`config.mk`:
```
export PLATFORM = sky130hd
export DESIGN_NAME = keyed_record_table
export DESIGN_NICKNAME = d
export VERILOG_FILES = /design/src/hdl/krt_pkg.sv /design/src/hdl/krt_store.sv /design/src/hdl/keyed_record_table.sv
export SDC_FILE = /design/constraint.sdc
export NUM_CORES = 2
export LEC_CHECK = 0
export ABC_CLOCK_PERIOD_IN_PS = 9000
export CAP_MARGIN = 25
export CORE_MARGIN = 5
export CORE_UTILIZATION = 48
export CTS_CLUSTER_SIZE = 10
export DETAILED_ROUTE_END_ITERATION = 10
export DONT_BUFFER_PORTS = 1
export PLACE_DENSITY = 0.69
export SLEW_MARGIN = 5
export SYNTH_ARGS = -nofsm -noshare
export SYNTH_HDL_FRONTEND = slang
export SYNTH_SLANG_ARGS = --single-unit
```
`constraint.sdc`:
```
create_clock -name clk -period 9 [get_ports clk]
set_clock_uncertainty 0.05 [all_clocks]
set_input_delay 1.35 -clock clk [delete_from_list [all_inputs] [get_ports clk]]
set_output_delay 1.35 -clock clk [all_outputs]
set_load 0.1 [all_outputs]
```
`src/hdl/krt_pkg.sv`:
```
// Shared types and codes for the keyed record table.
package krt_pkg;

    // Mode codes of a request word
    localparam logic [2:0] MODE_INSERT = 3'd0;
    localparam logic [2:0] MODE_LIST   = 3'd1;
    localparam logic [2:0] MODE_QUERY  = 3'd2;
    localparam logic [2:0] MODE_MODIFY = 3'd3;
    localparam logic [2:0] MODE_DELETE = 3'd4;

    // Status codes of a response word
    localparam logic [1:0] ST_OK      = 2'd0;
    localparam logic [1:0] ST_FULL    = 2'd1;
    localparam logic [1:0] ST_EMPTY   = 2'd2;
    localparam logic [1:0] ST_MISSING = 2'd3;

    typedef struct packed {
        logic [2:0]         mode;
        logic signed [31:0] key;
        logic [31:0]        value;
    } req_t;

    typedef struct packed {
        logic [1:0]         status;
        logic signed [31:0] rec_key;
        logic [31:0]        rec_value;
        logic               last;
    } rsp_t;

    typedef struct packed {
        logic signed [31:0] key;
        logic [31:0]        value;
    } rec_t;

endpackage

```
`src/hdl/krt_store.sv`:
```
// Record memory: one write port, one read port with registered read data.
module krt_store
    import krt_pkg::*;
#(
    parameter int DEPTH = 32,
    parameter int IDX_W = 5
)
(
    input  logic             clk,
    input  logic             wr_en,
    input  logic [IDX_W-1:0] wr_addr,
    input  rec_t             wr_data,
    input  logic             rd_en,
    input  logic [IDX_W-1:0] rd_addr,
    output rec_t             rd_data
);

    rec_t mem [DEPTH];
    rec_t rd_data_reg;

    // Write one record
    always_ff @(posedge clk)
    begin
        if (wr_en)
        begin
            mem[wr_addr] <= wr_data;
        end
    end

    // Read one record, hold it until the next read
    always_ff @(posedge clk)
    begin
        if (rd_en)
        begin
            rd_data_reg <= mem[rd_addr];
        end
    end

    assign rd_data = rd_data_reg;

endmodule

```
`src/hdl/keyed_record_table.sv`:
```
// Keyed record table: packed record list with insert, list, query, modify and delete.
// Query, modify and delete search the records in order; delete then shifts later records down
// one by one after its response is sent; list reads and sends each record in turn.
// One request at a time: a new request is taken only in idle, and output stalls hold the
// sequencer in its emit state until the response register frees up.
// Reset clears the record count and all control; memory contents are not cleared.
module keyed_record_table
    import krt_pkg::*;
#(
    parameter int MAX_RECORDS = 32
)
(
    input  logic clk,
    input  logic rst_n,
    input  logic req_valid,
    output logic req_ready,
    input  req_t req,
    output logic rsp_valid,
    input  logic rsp_ready,
    output rsp_t rsp
);

    localparam int CNT_W = $clog2(MAX_RECORDS + 1);
    localparam int IDX_W = (MAX_RECORDS > 1) ? $clog2(MAX_RECORDS) : 1;

    localparam logic [3:0] S_IDLE     = 4'd0;
    localparam logic [3:0] S_DISPATCH = 4'd1;
    localparam logic [3:0] S_SRCH_RD  = 4'd2;
    localparam logic [3:0] S_SRCH_CMP = 4'd3;
    localparam logic [3:0] S_LS_RD    = 4'd4;
    localparam logic [3:0] S_LS_GET   = 4'd5;
    localparam logic [3:0] S_SH_RD    = 4'd6;
    localparam logic [3:0] S_SH_WR    = 4'd7;
    localparam logic [3:0] S_EMIT     = 4'd8;

    logic [3:0]       state_reg, state_next;
    logic [3:0]       after_reg, after_next;
    logic [CNT_W-1:0] count_reg, count_next;
    logic [CNT_W-1:0] idx_reg, idx_next;
    req_t             item_reg, item_next;
    rsp_t             res_reg, res_next;
    logic             rsp_valid_reg, rsp_valid_next;
    rsp_t             rsp_reg, rsp_next;

    logic             wr_en;
    logic [IDX_W-1:0] wr_addr;
    rec_t             wr_data;
    logic             rd_en;
    logic [IDX_W-1:0] rd_addr;
    rec_t             rd_data;

    logic [CNT_W-1:0] idx_inc;
    logic             rsp_free;

    krt_store #(
        .DEPTH (MAX_RECORDS),
        .IDX_W (IDX_W)
    ) u_store (
        .clk     (clk),
        .wr_en   (wr_en),
        .wr_addr (wr_addr),
        .wr_data (wr_data),
        .rd_en   (rd_en),
        .rd_addr (rd_addr),
        .rd_data (rd_data)
    );

    assign idx_inc   = idx_reg + CNT_W'(1);
    assign rsp_free  = !rsp_valid_reg || rsp_ready;
    assign req_ready = (state_reg == S_IDLE);
    assign rsp_valid = rsp_valid_reg;
    assign rsp       = rsp_reg;

    // Sequence one request through the record memory
    always_comb
    begin
        state_next     = state_reg;
        after_next     = after_reg;
        count_next     = count_reg;
        idx_next       = idx_reg;
        item_next      = item_reg;
        res_next       = res_reg;
        rsp_valid_next = rsp_valid_reg;
        rsp_next       = rsp_reg;
        wr_en          = 1'b0;
        wr_addr        = idx_reg[IDX_W-1:0];
        wr_data        = rd_data;
        rd_en          = 1'b0;
        rd_addr        = idx_reg[IDX_W-1:0];

        // Drop the response word once taken
        if (rsp_valid_reg && rsp_ready)
        begin
            rsp_valid_next = 1'b0;
        end

        unique case (state_reg)
            S_IDLE:
            begin
                if (req_valid)
                begin
                    item_next  = req;
                    state_next = S_DISPATCH;
                end
            end

            S_DISPATCH:
            begin
                idx_next   = '0;
                after_next = S_IDLE;
                res_next   = '{status: ST_OK, rec_key: '0, rec_value: '0, last: 1'b1};
                if (item_reg.mode > MODE_DELETE)
                begin
                    state_next = S_IDLE;
                end
                else if (item_reg.mode == MODE_INSERT)
                begin
                    if (count_reg == CNT_W'(MAX_RECORDS))
                    begin
                        res_next.status = ST_FULL;
                    end
                    else
                    begin
                        wr_en              = 1'b1;
                        wr_addr            = count_reg[IDX_W-1:0];
                        wr_data.key        = item_reg.key;
                        wr_data.value      = item_reg.value;
                        count_next         = count_reg + CNT_W'(1);
                        res_next.rec_key   = item_reg.key;
                        res_next.rec_value = item_reg.value;
                    end
                    state_next = S_EMIT;
                end
                else if (count_reg == '0)
                begin
                    res_next.status = ST_EMPTY;
                    state_next      = S_EMIT;
                end
                else if (item_reg.mode == MODE_LIST)
                begin
                    state_next = S_LS_RD;
                end
                else
                begin
                    state_next = S_SRCH_RD;
                end
            end

            // Search: read a record, then compare its key
            S_SRCH_RD:
            begin
                rd_en      = 1'b1;
                state_next = S_SRCH_CMP;
            end

            S_SRCH_CMP:
            begin
                if (rd_data.key == item_reg.key)
                begin
                    res_next.rec_key   = rd_data.key;
                    res_next.rec_value = rd_data.value;
                    state_next         = S_EMIT;
                    if (item_reg.mode == MODE_MODIFY)
                    begin
                        wr_en              = 1'b1;
                        wr_data.key        = rd_data.key;
                        wr_data.value      = item_reg.value;
                        res_next.rec_value = item_reg.value;
                    end
                    else if (item_reg.mode == MODE_DELETE)
                    begin
                        after_next = S_SH_RD;
                    end
                end
                else if (idx_inc == count_reg)
                begin
                    res_next.status = ST_MISSING;
                    state_next      = S_EMIT;
                end
                else
                begin
                    idx_next   = idx_inc;
                    state_next = S_SRCH_RD;
                end
            end

            // List: read each record in turn and send it
            S_LS_RD:
            begin
                rd_en      = 1'b1;
                state_next = S_LS_GET;
            end

            S_LS_GET:
            begin
                res_next.rec_key   = rd_data.key;
                res_next.rec_value = rd_data.value;
                res_next.last      = (idx_inc == count_reg);
                after_next         = (idx_inc == count_reg) ? S_IDLE : S_LS_RD;
                idx_next           = idx_inc;
                state_next         = S_EMIT;
            end

            // Delete: move later records down by one
            S_SH_RD:
            begin
                if (idx_inc < count_reg)
                begin
                    rd_en      = 1'b1;
                    rd_addr    = idx_inc[IDX_W-1:0];
                    state_next = S_SH_WR;
                end
                else
                begin
                    count_next = count_reg - CNT_W'(1);
                    state_next = S_IDLE;
                end
            end

            S_SH_WR:
            begin
                wr_en      = 1'b1;
                idx_next   = idx_inc;
                state_next = S_SH_RD;
            end

            // Hand the result to the output register when it frees up
            S_EMIT:
            begin
                if (rsp_free)
                begin
                    rsp_next       = res_reg;
                    rsp_valid_next = 1'b1;
                    state_next     = after_reg;
                end
            end

            default:
            begin
                state_next = S_IDLE;
            end
        endcase
    end

    // Control registers
    always_ff @(posedge clk or negedge rst_n)
    begin
        if (!rst_n)
        begin
            state_reg     <= S_IDLE;
            after_reg     <= S_IDLE;
            count_reg     <= '0;
            idx_reg       <= '0;
            rsp_valid_reg <= 1'b0;
        end
        else
        begin
            state_reg     <= state_next;
            after_reg     <= after_next;
            count_reg     <= count_next;
            idx_reg       <= idx_next;
            rsp_valid_reg <= rsp_valid_next;
        end
    end

    // Payload registers
    always_ff @(posedge clk)
    begin
        item_reg <= item_next;
        res_reg  <= res_next;
        rsp_reg  <= rsp_next;
    end

endmodule
```
==> flow_summary_export.csv <==
group,metric,value,unit
synth,synthCells,4246,
route,drtAntennaViolNets,0,
sta,period_needed,6220,ps
setup_path,worst_setup_path_end_kind,"register",
clock_network,clk_pin_slew,50,ps
power,ir_drop,0.200,mV
setup_path,crit_fanout,32,
layout,largest_reg_flops,2048,
grt,overflow,0,
synth,synth-compound-area-share,3.96,%
power,pwr-share-comb,13.1,%
sta,setup_slack,2780,ps
route,drt_iter0_drc,7201,
sta,worstMarginPinSlew,1100,ps
synth,yosysSeqAreaShare,78.7,%
power,internal_power,20.3,mW
power,seqPwrFrac,51.6,%
layout,regArea,0.0699,mm^2
route,avgViaCountPerCell,6.53,
layout,fin_area,0.101,mm^2
synth,post_synth_instance_area,0.0889,mm^2
setup_path,crit_type,"register to register",
placed_design,place_ws,2760,ps
setup_path,cp-start-kind,"register",
grt,grt_pass1_wl,330000,um
grt,grt_use_total,23.8,%
layout,nets,4528,
clock_network,cts_max_path_buffers,4,
sta,finalSetupTns,0,ps
sta,max_slew_margin,26.4,%
clock_network,cts_tree,"done",
synth,yosys_register_bits,2332,
status,violations,"design-rule violations",
synth,synth_top_family_by_area,"multiplexers",
power,power,27.4,mW
sta,rsz0062_at_grt,"false",
power,p_switching,7.11,mW
synth,synthXorXnorAreaFrac,0.474,%
clock_network,clock-sinks,2332,
placed_design,dp_hpwl,125000,um
synth,syn_area_per_cell,20.9,um^2
synth,ys_types,69,
route,wl,233000,um
grt,antenna_found_initial,9,
synth,syn_nets,4329,
synth,synth_flop_cell,"edfxtp_1",
grt,grt_start_max_net_pins,120,
clock_network,hold_buffers,0,
placed_design,place_area,0.0925,mm^2
clock_network,worstSkewPairLatency,910,ps
placed_design,io_buffer_count,0,
clock_network,cts_setup_buffers,0,
grt,grt_pass1_vias,45346,
synth,synth_edf_count,2313,
floorplan,core-area,0.185,mm^2
layout,layout-drive-gt1-share,22.7,%
power,leakagePower,31.2,nW
clock_network,cts-resized-gates,0,
floorplan,rows,158,
sta,hold_violations,0,
sta,max_freq,161,MHz
layout,fillers,13578,
layout,top_register,"u_store.mem",
floorplan,dieArea,0.194,mm^2
setup_path,worstPathArrival,6770,ps
floorplan,ios,140,
status,status,"complete, but fails checks",
floorplan,fp.dieW,440,um
clock_network,numCtsBuffers,287,
route,first_pass_iters,9,
layout,area_growth_syn_to_layout,13.1,%
route,remaining_drc_errors,2,
floorplan,start_util,48.1,%
synth,ys_warn_count,0,
route,vias,45505,
layout,multi_input_area,0.0181,mm^2
placed_design,routabilityCongestion,0.820,
synth,synthSimpleGateAreaFrac,3.05,%
power,p_sw_share,25.9,%
power,clkPwrFrac,35.4,%
sta,finalCritPeriodShare,69.1,%
clock_network,htree_levels,5,
power,powerDensity,272,mW/mm^2
clock_network,cts-root-buf,"clkbuf_16",
synth,synth_fa_ha_area_share,0.189,%
job,cap_violations,0,
synth,synth_async_sr_flop_share,0.815,%
synth,muxShareOfSynthArea,12.2,%
hold_path,min_path_type,"primary input to asynchronous set/reset pin",
setup_path,crit_required,9550,ps
route,wire_per_inst,33.5,um
sta,setup_violations,0,
sta,slew_viol_final,0,
floorplan,die_h,440,um
## final cells by class
type                    count  area share [%]
diodes                      4         0.00995
well taps                2480            3.09
flip-flops and latches   2332            69.5
inverters                  15          0.0560
repair buffers            147            1.83
clock inverters            15           0.102
clock buffers             309            7.33
multi-input cells        1662            18.0
## per-layer routing
| metal | part of all wire [%] | wire length (um) | up-vias | global-route usage (%) |
|---|---|---|---|---|
| li1 | - | - | 18131 | - |
| met1 | 38 | 87900 | 23993 | 32.9 |
| met2 | 48 | 112000 | 2898 | 37.9 |
| met3 | 11 | 24700 | 479 | 5.14 |
| met4 | 3.7 | 8720 | 4 | 8.56 |
| met5 | 0.012 | 27 | - | 0 |
## per-stage QoR
| stage | util, % | instances | hold WS [ps] |
|---|---|---|---|
| after floorplan | - | 4246 | 350 |
| after global placement | 49.9 | 6600 | 355 |
| after detailed placement | 50.1 | 6614 | 355 |
| after CTS | 54.1 | 6938 | 42.6 |
| after global routing | 54.4 | 6961 | 63.3 |
| final | 54.4 | 6964 | 98.2 |
## cells in the mapped netlist (all sizes together), types with 2 or more instances
master / number / share of area [%]
mux2: 40 / 0.51
xor2: 2 / 0.020
a22o: 34 / 0.33
nor3: 66 / 0.37
a2111oi: 10 / 0.099
nor3b: 2 / 0.017
a221oi: 77 / 0.76
nand2b: 10 / 0.070
a211oi: 5 / 0.042
a32oi: 9 / 0.089
clkbuf: 104 / 0.44
buf: 133 / 0.92
xnor2: 44 / 0.45
mux2i: 26 / 0.29
nor2: 72 / 0.31
o311ai: 2 / 0.020
nand3: 60 / 0.35
inv: 14 / 0.059
and4b: 2 / 0.023
o21a: 2 / 0.017
nor4: 61 / 0.45
nor2b: 14 / 0.11
a21boi: 6 / 0.051
a21o: 4 / 0.034
or2: 6 / 0.042
ha: 11 / 0.15
o221ai: 8 / 0.079
or3: 2 / 0.014
o21ai: 75 / 0.43
a22oi: 5 / 0.042
a21oi: 31 / 0.17
nand2: 246 / 1.0
mux4: 452 / 11
nand4: 16 / 0.12
o22a: 9 / 0.089
a31oi: 12 / 0.10
o22ai: 206 / 1.4
and2: 6 / 0.042
nand3b: 3 / 0.039
dfrtp: 19 / 0.53
o31ai: 13 / 0.12
and3: 5 / 0.035
edfxtp: 2313 / 78
## cells in the final DEF, fill, tap and decap left out, drive strengths merged, types with 3 or more instances in the layout
cell type | synthesis | layout
a21oi | 31 | 31
a2111oi | 10 | 10
a21o | 4 | 4
a31oi | 12 | 12
clkbuf | 104 | 309
a211oi | 5 | 5
mux4 | 452 | 452
inv | 14 | 17
o22ai | 206 | 206
a21boi | 6 | 6
and2 | 6 | 6
nand3 | 60 | 60
o22a | 9 | 9
nor4 | 61 | 61
nor3 | 66 | 66
buf | 133 | 147
diode | 0 | 4
nand3b | 3 | 3
a32oi | 9 | 9
or2 | 6 | 6
nand2b | 10 | 10
a22o | 34 | 34
ha | 11 | 11
nor2b | 14 | 14
a221oi | 77 | 77
dfrtp | 19 | 19
and3 | 5 | 5
o21ai | 75 | 75
o221ai | 8 | 8
nand4 | 16 | 16
xnor2 | 44 | 44
clkinv | 1 | 12
mux2i | 26 | 26
edfxtp | 2313 | 2313
nand2 | 246 | 246
a22oi | 5 | 5
nor2 | 72 | 72
mux2 | 40 | 40
o31ai | 13 | 13
## path summary, 6_finish.rpt
kind,from,to,slack (ps),cells after the start
max,idx_reg[2],u_store.rd_data[44],2780,11
min,rst_n,count_reg[5],100,0
max reg2reg,idx_reg[2],u_store.rd_data[44],2780,11
min reg2reg,res_reg[31],rsp[31],340,0
max in group asynchronous,rst_n,idx_reg[1],8700,0
min in group clk,res_reg[31],rsp[31],340,0
## kinds of logic (layout without fill, tap and decap cells)
group	count (synthesis)	in the layout
buffers and inverters	252	486
and+or+nand+nor	573	573
DFF	2332	2332
other	0	4
adders and majority gates	13	13
AOI/OAI and AO/OA	512	512
xor gates and xnor gates	46	46
muxes	518	518
## power by group through the flow
stage	Combinational [mW]	Sequential (mW)	Clock, mW
after floorplan	2.23	14.2	0
after global placement	3.29	14.3	0
after detailed placement	3.40	14.4	0
after CTS	3.41	14.1	9.81
after global routing	3.82	14.1	10.3
final	3.58	14.1	9.69
## critical path: stages, from the launching register on
cell     delay, ps
dfrtp_1        920
nand3_1        460
nor2_1         260
xor2_1         190
ha_1           280
a21oi_1        210
o21ai_0        290
o31ai_1        460
and2_1         930
or2_4          850
o22ai_1        180
nor4_1         750
Power figures use the tool's default switching activity.
